$ cat config.mk
export PLATFORM = sky130hd
export DESIGN_NAME = tcp_reno_congestion_control_top
export DESIGN_NICKNAME = d
export VERILOG_FILES = /design/src/tcprcc_pkg.sv /design/src/tcprcc_div.sv /design/src/tcp_reno_congestion_control_top.sv
export VERILOG_INCLUDE_DIRS = /design/src /design/src/src
export SDC_FILE = /design/constraint.sdc
export NUM_CORES = 2
export LEC_CHECK = 0
export BUFFER_PORTS_ARGS = -buffer_cell sky130_fd_sc_hd__clkbuf_2
export CORE_ASPECT_RATIO = 0.9
export CORE_MARGIN = 5
export CORE_UTILIZATION = 38
export CTS_BUF_LIST = sky130_fd_sc_hd__clkbuf_2
export CTS_CLUSTER_SIZE = 12
export DETAILED_ROUTE_END_ITERATION = 6
export PLACE_DENSITY = 0.63
export SLEW_MARGIN = 25
export SYNTH_ARGS = -nofsm -noshare
export SYNTH_HDL_FRONTEND = slang
export SYNTH_SLANG_ARGS = --single-unit
$ cat constraint.sdc
create_clock -name clk_i -period 31.7 [get_ports clk_i]
set_clock_uncertainty 0.2 [all_clocks]
set_input_delay 1.585 -clock clk_i [delete_from_list [all_inputs] [get_ports clk_i]]
set_output_delay 1.585 -clock clk_i [all_outputs]
set_load 0.03 [all_outputs]
$ cat src/assert_macros.svh
// assertion macros shared by the rtl of the congestion window controller
// no dependencies; bodies vanish when SYNTHESIS is defined
`ifndef ASSERT_MACROS_SVH
`define ASSERT_MACROS_SVH

`ifndef SYNTHESIS

// property checked at every rising edge outside reset
`define ASSERT_CLK(lbl, clk, rst_n, prop, msg) \
  lbl: assert property (@(posedge clk) disable iff (!(rst_n)) (prop)) else $error(msg);

// condition that must never be seen outside reset
`define ASSERT_NEVER(lbl, clk, rst_n, cond, msg) \
  `ASSERT_CLK(lbl, clk, rst_n, !(cond), msg)

`else

`define ASSERT_CLK(lbl, clk, rst_n, prop, msg)

`define ASSERT_NEVER(lbl, clk, rst_n, cond, msg)

`endif

`endif

$ cat src/tcprcc_pkg.sv
// types and constants of the congestion window controller
// no dependencies; used by tcprcc_div and tcp_reno_congestion_control_top
package tcprcc_pkg;

  localparam int unsigned DATA_W    = 32;
  localparam int unsigned SEG_W     = 16;
  localparam int unsigned DUP_W     = 8;
  localparam int unsigned RWIN_W    = 16;
  localparam int unsigned CFG_IDX_W = 1;
  localparam int unsigned DIV_CNT_W = $clog2(DATA_W + 1);

  // register reset values
  localparam logic [SEG_W-1:0]  SEG_SIZE_RST    = 16'd1024;
  localparam logic [DATA_W-1:0] INIT_THRESH_RST = 32'd65536;

  // register indexes
  localparam logic [CFG_IDX_W-1:0] CFG_SEG_SIZE    = 1'd0;
  localparam logic [CFG_IDX_W-1:0] CFG_INIT_THRESH = 1'd1;

  // event kinds on the input channel
  localparam logic FUNC_ACK     = 1'b0;
  localparam logic FUNC_TIMEOUT = 1'b1;

  // duplicate ack handling
  localparam logic [DUP_W-1:0] DUP_TRIGGER = 8'd2;
  localparam logic [DUP_W-1:0] DUP_MAX     = 8'd255;

  typedef enum logic [1:0] {
    PH_SS = 2'd0,
    PH_CA = 2'd1,
    PH_FR = 2'd2
  } phase_e;

  typedef enum logic [1:0] {
    EV_NEW     = 2'd0,
    EV_TIMEOUT = 2'd1,
    EV_DUP     = 2'd2
  } event_e;

  typedef enum logic [1:0] {
    ST_IDLE = 2'd0,
    ST_EXEC = 2'd1,
    ST_DIV  = 2'd2,
    ST_PUSH = 2'd3
  } state_e;

  // divider status towards the sequencer
  typedef struct packed {
    logic busy;
    logic done;
  } div_stat_t;

endpackage

$ cat src/tcprcc_div.sv
// radix-2 restoring divider, one quotient bit per cycle
// depends on tcprcc_pkg
module tcprcc_div
  import tcprcc_pkg::*;
(
  input  logic              clk_i,
  input  logic              rst_ni,
  input  logic              start_i,
  input  logic [DATA_W-1:0] dividend_i,
  input  logic [DATA_W-1:0] divisor_i,
  output div_stat_t         stat_o,
  output logic [DATA_W-1:0] quot_o
);

  logic [DATA_W-1:0]    quot_q, quot_d;
  logic [DATA_W-1:0]    rem_q, rem_d;
  logic [DATA_W-1:0]    dvs_q, dvs_d;
  logic [DIV_CNT_W-1:0] cnt_q, cnt_d;
  logic                 done_q, done_d;
  logic                 busy;
  logic [DATA_W:0]      rem_sh;
  logic [DATA_W+1:0]    diff;

  assign busy   = (cnt_q != '0);
  assign rem_sh = {rem_q, quot_q[DATA_W-1]};
  assign diff   = {1'b0, rem_sh} - {2'b00, dvs_q};

  always_comb begin
    quot_d = quot_q;
    rem_d  = rem_q;
    dvs_d  = dvs_q;
    cnt_d  = cnt_q;
    done_d = 1'b0;
    if (start_i) begin
      quot_d = dividend_i;
      rem_d  = '0;
      dvs_d  = divisor_i;
      cnt_d  = DIV_CNT_W'(DATA_W);
    end else if (busy) begin
      // zero divisor always subtracts, giving an all-ones quotient
      if (!diff[DATA_W+1]) begin
        rem_d  = diff[DATA_W-1:0];
        quot_d = {quot_q[DATA_W-2:0], 1'b1};
      end else begin
        rem_d  = rem_sh[DATA_W-1:0];
        quot_d = {quot_q[DATA_W-2:0], 1'b0};
      end
      cnt_d  = cnt_q - 1'b1;
      done_d = (cnt_q == DIV_CNT_W'(1));
    end
  end

  always_ff @(posedge clk_i or negedge rst_ni) begin
    if (!rst_ni) begin
      cnt_q  <= '0;
      done_q <= 1'b0;
    end else begin
      cnt_q  <= cnt_d;
      done_q <= done_d;
    end
  end

  always_ff @(posedge clk_i) begin
    quot_q <= quot_d;
    rem_q  <= rem_d;
    dvs_q  <= dvs_d;
  end

  assign stat_o.busy = busy;
  assign stat_o.done = done_q;
  assign quot_o      = quot_q;

endmodule

$ cat src/tcp_reno_congestion_control_top.sv
// top level of the sender-side reno congestion window controller
// depends on tcprcc_pkg, tcprcc_div and assert_macros.svh
//
// input channel (in_valid_i / in_stall_o) carries one event per transfer:
// a receive timeout or a received segment with its ack fields. output
// channel (out_valid_o / out_stall_i) returns exactly one result per event:
// window, threshold, phase, highest ack, duplicate count, peer window and
// the finished and error flags of that event.
// one event at a time: in_stall_o is high from the transfer until the
// result has been loaded into the output register.
// a result passes through the decode step and then the push step before it
// reaches out_valid_o. a new ack in congestion avoidance also runs the
// restoring divider for seg*seg/window between those steps, one quotient
// bit a cycle; no new event is taken until the result is loaded.
// a result waiting in the output register does not block a new transfer;
// only the next result waits for it, in the push step.
// reset: window = 1024, threshold = 65536, slow start, all ack tracking
// cleared, segment size register back to 1024. the threshold register
// only matters at reset, so writes to it have no later effect.
// configuration is written through cfg_we_i; write it only while the block is idle (the block does not enforce this).
`include "assert_macros.svh"

module tcp_reno_congestion_control_top
  import tcprcc_pkg::*;
(
  input  logic                 clk_i,
  input  logic                 rst_ni,
  // configuration write port
  input  logic                 cfg_we_i,
  input  logic [CFG_IDX_W-1:0] cfg_index_i,
  input  logic [DATA_W-1:0]    cfg_data_i,
  // input channel
  input  logic                 in_valid_i,
  output logic                 in_stall_o,
  input  logic                 func_i,
  input  logic [DATA_W-1:0]    ack_number_i,
  input  logic [DATA_W-1:0]    expected_seq_i,
  input  logic                 ack_flag_i,
  input  logic                 final_flag_i,
  input  logic [RWIN_W-1:0]    receive_window_i,
  // output channel
  output logic                 out_valid_o,
  input  logic                 out_stall_i,
  output logic [DATA_W-1:0]    window_o,
  output logic [DATA_W-1:0]    threshold_o,
  output logic [1:0]           phase_o,
  output logic [DATA_W-1:0]    highest_ack_o,
  output logic [DUP_W-1:0]     dup_count_o,
  output logic                 finished_o,
  output logic [RWIN_W-1:0]    peer_window_o,
  output logic                 error_o
);

  // saturating add at the window width
  function automatic logic [DATA_W-1:0] sat_add(input logic [DATA_W-1:0] a,
                                                input logic [DATA_W-1:0] b);
    logic [DATA_W:0] s;
    s = {1'b0, a} + {1'b0, b};
    return s[DATA_W] ? '1 : s[DATA_W-1:0];
  endfunction

  state_e            state_q, state_d;
  logic [SEG_W-1:0]  seg_size_q;

  // congestion state
  logic [DATA_W-1:0] cwnd_q, cwnd_d;
  logic [DATA_W-1:0] ssthresh_q, ssthresh_d;
  phase_e            phase_q, phase_d;
  logic [DATA_W-1:0] highest_ack_q, highest_ack_d;
  logic [DATA_W-1:0] last_ack_q, last_ack_d;
  logic [DUP_W-1:0]  dup_count_q, dup_count_d;
  logic [RWIN_W-1:0] peer_window_q, peer_window_d;
  logic              fin_res_q, fin_res_d;
  logic              err_res_q, err_res_d;

  // captured input item
  logic              func_q;
  logic [DATA_W-1:0] ack_q;
  logic [DATA_W-1:0] exp_q;
  logic              ackf_q;
  logic              fin_q;
  logic [RWIN_W-1:0] rwin_q;

  // output register
  logic              out_valid_q, out_valid_d;
  logic [DATA_W-1:0] out_window_q;
  logic [DATA_W-1:0] out_thresh_q;
  logic [1:0]        out_phase_q;
  logic [DATA_W-1:0] out_highest_q;
  logic [DUP_W-1:0]  out_dup_q;
  logic              out_fin_q;
  logic [RWIN_W-1:0] out_peer_q;
  logic              out_err_q;

  logic              in_accept;
  logic              out_load;
  logic              div_start;
  div_stat_t         div_stat;
  logic [DATA_W-1:0] div_quot;
  logic [DATA_W-1:0] seg_sq;
  logic [DATA_W-1:0] seg_ext;
  logic [DATA_W-1:0] seg_x3;
  logic [DATA_W-1:0] half_cwnd;

  // event decode scratch
  logic              cc_fire;
  event_e            cc_ev;
  logic              cc_cut;
  logic [DUP_W-1:0]  dup_next;

  assign in_stall_o = (state_q != ST_IDLE);
  assign in_accept  = in_valid_i && !in_stall_o;

  assign seg_ext   = DATA_W'(seg_size_q);
  assign seg_x3    = DATA_W'({seg_size_q, 1'b0}) + seg_ext;
  assign half_cwnd = cwnd_q >> 1;
  // 16x16 product, registered inside the divider on start
  assign seg_sq    = seg_ext * seg_ext;

  tcprcc_div u_div (
    .clk_i      (clk_i),
    .rst_ni     (rst_ni),
    .start_i    (div_start),
    .dividend_i (seg_sq),
    .divisor_i  (cwnd_q),
    .stat_o     (div_stat),
    .quot_o     (div_quot)
  );

  // sequencer: next state and state updates
  always_comb begin
    state_d       = state_q;
    cwnd_d        = cwnd_q;
    ssthresh_d    = ssthresh_q;
    phase_d       = phase_q;
    highest_ack_d = highest_ack_q;
    last_ack_d    = last_ack_q;
    dup_count_d   = dup_count_q;
    peer_window_d = peer_window_q;
    fin_res_d     = fin_res_q;
    err_res_d     = err_res_q;
    div_start     = 1'b0;
    out_load      = 1'b0;
    cc_fire       = 1'b0;
    cc_ev         = EV_NEW;
    cc_cut        = 1'b0;
    dup_next      = dup_count_q;

    case (state_q)
      ST_IDLE: begin
        if (in_accept) begin
          state_d = ST_EXEC;
        end
      end

      ST_EXEC: begin
        fin_res_d = 1'b0;
        err_res_d = 1'b0;
        state_d   = ST_PUSH;

        // classify the event
        if (func_q == FUNC_TIMEOUT) begin
          cc_fire = 1'b1;
          cc_ev   = EV_TIMEOUT;
        end else if (ack_q == exp_q) begin
          peer_window_d = rwin_q;
          if (!ackf_q) begin
            err_res_d = 1'b1;
          end else begin
            highest_ack_d = ack_q;
            if (fin_q) begin
              fin_res_d = 1'b1;
            end else begin
              cc_fire = 1'b1;
              cc_ev   = EV_NEW;
            end
          end
        end else begin
          peer_window_d = rwin_q;
          if (ack_q == last_ack_q) begin
            if (dup_count_q != DUP_MAX) begin
              dup_next = dup_count_q + 1'b1;
            end
            dup_count_d = dup_next;
            if (dup_next >= DUP_TRIGGER) begin
              cc_fire = 1'b1;
              cc_ev   = EV_DUP;
            end
          end else begin
            last_ack_d  = ack_q;
            dup_count_d = '0;
          end
          // duplicate that reached the trigger skips the flag check
          if (!cc_fire) begin
            if (!ackf_q) begin
              err_res_d = 1'b1;
            end else if (ack_q > highest_ack_q) begin
              highest_ack_d = ack_q;
            end
          end
        end

        // congestion state machine
        if (cc_fire) begin
          case (phase_q)
            PH_FR: begin
              if (cc_ev == EV_DUP) begin
                cwnd_d = sat_add(cwnd_q, seg_ext);
              end else begin
                cwnd_d      = seg_ext;
                dup_count_d = '0;
                phase_d     = PH_SS;
              end
            end
            PH_CA: begin
              if (cc_ev == EV_NEW) begin
                div_start   = 1'b1;
                dup_count_d = '0;
                state_d     = ST_DIV;
              end else begin
                cc_cut = 1'b1;
              end
            end
            default: begin
              // slow start: reaching the threshold only switches phase
              if (cwnd_q >= ssthresh_q) begin
                phase_d = PH_CA;
              end else if (cc_ev == EV_NEW) begin
                cwnd_d      = sat_add(cwnd_q, seg_ext);
                dup_count_d = '0;
              end else begin
                cc_cut = 1'b1;
              end
            end
          endcase

          // timeout or second duplicate: halve into the threshold
          if (cc_cut) begin
            ssthresh_d = half_cwnd;
            if (cc_ev == EV_TIMEOUT) begin
              cwnd_d      = seg_ext;
              dup_count_d = '0;
              phase_d     = PH_SS;
            end else begin
              cwnd_d  = sat_add(half_cwnd, seg_x3);
              phase_d = PH_FR;
            end
          end
        end
      end

      ST_DIV: begin
        if (div_stat.done) begin
          cwnd_d  = sat_add(cwnd_q, div_quot);
          state_d = ST_PUSH;
        end
      end

      ST_PUSH: begin
        if (!out_valid_q || !out_stall_i) begin
          out_load = 1'b1;
          state_d  = ST_IDLE;
        end
      end

      default: begin
        state_d = ST_IDLE;
      end
    endcase
  end

  always_comb begin
    out_valid_d = out_valid_q;
    if (out_load) begin
      out_valid_d = 1'b1;
    end else if (out_valid_q && !out_stall_i) begin
      out_valid_d = 1'b0;
    end
  end

  always_ff @(posedge clk_i or negedge rst_ni) begin
    if (!rst_ni) begin
      state_q       <= ST_IDLE;
      seg_size_q    <= SEG_SIZE_RST;
      cwnd_q        <= DATA_W'(SEG_SIZE_RST);
      ssthresh_q    <= INIT_THRESH_RST;
      phase_q       <= PH_SS;
      highest_ack_q <= '0;
      last_ack_q    <= '0;
      dup_count_q   <= '0;
      peer_window_q <= '0;
      fin_res_q     <= 1'b0;
      err_res_q     <= 1'b0;
      out_valid_q   <= 1'b0;
    end else begin
      state_q       <= state_d;
      cwnd_q        <= cwnd_d;
      ssthresh_q    <= ssthresh_d;
      phase_q       <= phase_d;
      highest_ack_q <= highest_ack_d;
      last_ack_q    <= last_ack_d;
      dup_count_q   <= dup_count_d;
      peer_window_q <= peer_window_d;
      fin_res_q     <= fin_res_d;
      err_res_q     <= err_res_d;
      out_valid_q   <= out_valid_d;
      if (cfg_we_i) begin
        case (cfg_index_i)
          CFG_SEG_SIZE:    seg_size_q <= cfg_data_i[SEG_W-1:0];
          // threshold only seeds reset state, later writes are dropped
          CFG_INIT_THRESH: ;
          default:         ;
        endcase
      end
    end
  end

  // input capture on transfer
  always_ff @(posedge clk_i) begin
    if (in_accept) begin
      func_q <= func_i;
      ack_q  <= ack_number_i;
      exp_q  <= expected_seq_i;
      ackf_q <= ack_flag_i;
      fin_q  <= final_flag_i;
      rwin_q <= receive_window_i;
    end
  end

  // output register load
  always_ff @(posedge clk_i) begin
    if (out_load) begin
      out_window_q  <= cwnd_q;
      out_thresh_q  <= ssthresh_q;
      out_phase_q   <= phase_q;
      out_highest_q <= highest_ack_q;
      out_dup_q     <= dup_count_q;
      out_fin_q     <= fin_res_q;
      out_peer_q    <= peer_window_q;
      out_err_q     <= err_res_q;
    end
  end

  assign out_valid_o   = out_valid_q;
  assign window_o      = out_window_q;
  assign threshold_o   = out_thresh_q;
  assign phase_o       = out_phase_q;
  assign highest_ack_o = out_highest_q;
  assign dup_count_o   = out_dup_q;
  assign finished_o    = out_fin_q;
  assign peer_window_o = out_peer_q;
  assign error_o       = out_err_q;

  // a new result only appears after the push step
  `ASSERT_CLK(a_out_after_push, clk_i, rst_ni, $rose(out_valid_q) |-> $past(state_q == ST_PUSH), "result without push step")
  // the divider runs only while the sequencer waits for it
  `ASSERT_CLK(a_div_owned, clk_i, rst_ni, div_stat.busy |-> (state_q == ST_DIV), "divider busy outside divide step")
  // the divide step never waits on an idle divider
  `ASSERT_NEVER(a_div_lost, clk_i, rst_ni, (state_q == ST_DIV) && !div_stat.busy && !div_stat.done, "divide step with idle divider")
  // an input transfer always leads to the decode step
  `ASSERT_CLK(a_accept_exec, clk_i, rst_ni, in_accept |=> (state_q == ST_EXEC), "transfer not decoded")

endmodule

==> metrics.csv <==
stage,metric,value,unit
clock_network,cts_sinks,483,
timing,drv_slew,0,
floorplan,die_x,325,um
synth,syn_avg_cell_area,10.5,um2
synth,syn_area,0.0340,mm2
timing,max_slew_margin,0.266,
placement,dp_hpwl,67900,um
final_layout,drive_gt1_frac,0.172,
final_layout,final_nets,4123,
synth,ys_seq_area_frac,0.391,
timing,finalSetupViolations,0,
critical_path,cp.required,32450,ps
timing,period_share,0.283,
grt,grtUsageTotal,0.189,
routing,ant_nets,0,
grt,grt_pass1_vias,24569,
routing,drt_iter0_drc,2003,
timing,final.setup.worst_slack,22740,ps
grt,overflow,0,
floorplan,die_height,294,um
final_layout,postLayoutCellArea,0.0378,mm2
final_layout,multiInputGateArea,0.0187,mm2
grt,grt_max_degree,119,
clock_network,htree_levels,3,
floorplan,core,0.0890,mm2
critical_path,worstSetupEndpointType,flip-flop,
routing,via_per_inst,5.29,
placement,port_buffers,229,
synth,yosys.cell_types.count,96,
power_and_ir_drop,power.density,70.8,mW/mm2
clock_network,clk_pin_slew,120,ps
critical_path,crit_type,reg2reg,
critical_path,arrival,9710,ps
timing,rsz0062_at_grt,false,
critical_path,cp_max_fo,14,
clock_network,clk_path_buf_depth,3,
floorplan,pin_count,247,
final_layout,fillerInstances,8622,
routing,firstDrtPassIters,5,
clock_network,cts-root-buf,clkbuf_2,
routing,wirelength,91500,um
run_status,status,finished clean,
floorplan,die_area,0.0954,mm2
synth,synth-seq-cells,483,
placement,placed_area,0.0366,mm2
placement,post-place-ws,22820,ps
routing,routed-via-count,25414,
synth,netlist_instances,3232,
grt,grt_pass1_wl,144000,um
timing,clock.fmax,112,MHz
clock_network,cts_made_buffers,115,
final_layout,seq_area,0.0133,mm2
placement,globalplace.congestion,0.915,
synth,synth_edf_count,270,
power_and_ir_drop,power_leakage,17.9,nW
flow_run,maxCapViolations,0,
critical_path,cp-start-kind,flip-flop,
timing,min_period,8960,ps
floorplan,rows,104,
routing,drc,0,
final_layout,syn_to_final_growth,11.4,%
synth,ys.warnings.count,0,
timing,worstMarginPinSlew,1090,ps
synth,syn_nets,3827,
clock_network,cts_setup_buffers,0,
timing,final-hold-violation-count,0,
synth,synthArstFlopShare,0.375,
synth,synth_flop_cell,edfxtp_1,
clock_network,worstSkewPairLatency,1270,ps
power_and_ir_drop,ir_worst_vdd,109,uV
grt,antenna_found_initial,5,
timing,tns,0,ps
clock_network,cts_resized,0,
floorplan,initial_core_util,0.381,
routing,routedWlPerCell,19.0,um
clock_network,cts_tree,built,
worst_hold_path,hold_path.class,reg2reg,
-- timing repair --
action / in CTS / in global routing
endpoints found under the setup margin: 0 / 0
hold endpoints to repair: 0 / 9
hold buffers: 0 / 1
-- metal layers --
metal / GRT usage / part of all wire / vias up
met5: 0 / 0 / -
met4: 0.0354 / 0.014 / 0
met3: 0.0386 / 0.070 / 93
met2: 0.277 / 0.42 / 815
met1: 0.291 / 0.50 / 12455
li1: - / - / 12051
-- flip-flops by register name, summed over array words and instances, names as in the netlist, 2 cells and up --
signal,count
u_div.cnt_q,6
dup_count_q,8
dup_count_o,8
last_ack_q,32
peer_window_q,16
peer_window_o,16
phase_q,2
window_o,32
ack_q,32
u_div.quot_o,32
exp_q,32
u_div.dvs_q,32
rwin_q,16
cwnd_q,32
ssthresh_q,31
threshold_o,31
u_div.rem_q,32
phase_o,2
seg_size_q,16
highest_ack_q,32
state_q,2
highest_ack_o,32
-- cell usage after synthesis, types with 34 or more instances --
cell / instances / share of area
dfrtp_1: 178 / 0.13
nor2_1: 149 / 0.016
xor2_1: 80 / 0.021
nor3_1: 51 / 0.0075
ha_1: 293 / 0.11
a211oi_1: 56 / 0.012
o21ai_0: 182 / 0.027
nand2_1: 281 / 0.031
xnor2_1: 99 / 0.026
mux2_2: 87 / 0.029
edfxtp_1: 270 / 0.24
a21oi_1: 150 / 0.022
fa_1: 181 / 0.11
nand4_1: 43 / 0.0079
and2_1: 38 / 0.0070
o21a_1: 34 / 0.0075
clkbuf_1: 69 / 0.0076
inv_1: 411 / 0.045
a21o_1: 56 / 0.012
-- logic make-up after synthesis --
| kind of cell | Yosys count | share of synthesized area |
|---|---|---|
| AO/OA/AOI/OAI | 712 | 0.145 |
| XOR/XNOR | 179 | 0.0462 |
| adder cells (fa/ha/maj) | 474 | 0.215 |
| buffers and inverters | 517 | 0.0593 |
| flip-flops | 483 | 0.391 |
| multiplexers | 120 | 0.0392 |
| other | 1 | 0.000110 |
| AND/OR/NAND/NOR | 746 | 0.105 |
-- critical path, cell delays in order, from the launching register on --
cell and delay (ps):
dfrtp_1 1000, clkinv_1 910, nor2_1 410, ha_1 320
xor2_1 190, fa_1 550, inv_1 60, fa_1 500
fa_1 510, fa_1 490, inv_1 50, fa_1 520
inv_1 40, ha_1 370, a21oi_1 220, nor3b_1 360
nor2b_1 210, a211oi_1 120, a2111oi_0 710, o21ai_0 380
o31ai_1 340, xnor2_1 150, o21ai_0 110
-- final cells by class --
type / count / area share
repair buffers: 282 / 0.0425
multi-input cells: 2232 / 0.494
clock inverters: 56 / 0.0100
well taps: 1166 / 0.0386
inverters: 414 / 0.0412
diodes: 5 / 0.000331
clock buffers: 164 / 0.0217
flip-flops and latches: 483 / 0.351
-- cell usage in the layout, fill, tap and decap left out, types with 34 or more instances in the layout --
| master | n |
|---|---|
| a211oi_1 | 56 |
| xnor2_1 | 99 |
| nand4_1 | 43 |
| ha_1 | 293 |
| nand2_1 | 281 |
| mux2_2 | 87 |
| clkinv_1 | 37 |
| and2_1 | 37 |
| dfrtp_1 | 177 |
| nor2_1 | 149 |
| inv_1 | 410 |
| fa_1 | 181 |
| a21o_1 | 56 |
| edfxtp_1 | 270 |
| a21oi_1 | 149 |
| xor2_1 | 80 |
| clkbuf_2 | 392 |
| nor3_1 | 51 |
| o21ai_0 | 182 |
| o21a_1 | 34 |
| buf_4 | 47 |
-- through the flow --
stage	cells	power, mW	hold slack (ps)	util
final	4802	2.68	225	0.425
after global routing	4801	2.97	177	0.425
after CTS	4795	2.70	204	0.424
after detailed placement	4575	2.23	225	0.411
after global placement	4572	2.22	218	0.410
after floorplan	3232	1.92	215	-
-- power by group --
group	switching, mW	leakage, nW	internal [mW]
Sequential	0.00829	5.33	0.662
Combinational	0.895	11.7	0.661
Clock	0.267	0.876	0.186
-- final timing paths --
check / start / endpoint / slack, ps / cells after the start
hold / removal: rwin_q[5] / peer_window_q[5] / 230 / 2
hold reg to reg: rwin_q[5] / peer_window_q[5] / 230 / 2
setup / recovery: seg_size_q[3] / u_div.quot_o[31] / 22740 / 22
max in group asynchronous: rst_ni / peer_window_q[0] / 28970 / 4
min in group asynchronous: rst_ni / last_ack_q[0] / 650 / 2
setup reg to reg: seg_size_q[3] / u_div.quot_o[31] / 22740 / 22
(Power assumes the default switching activity.)
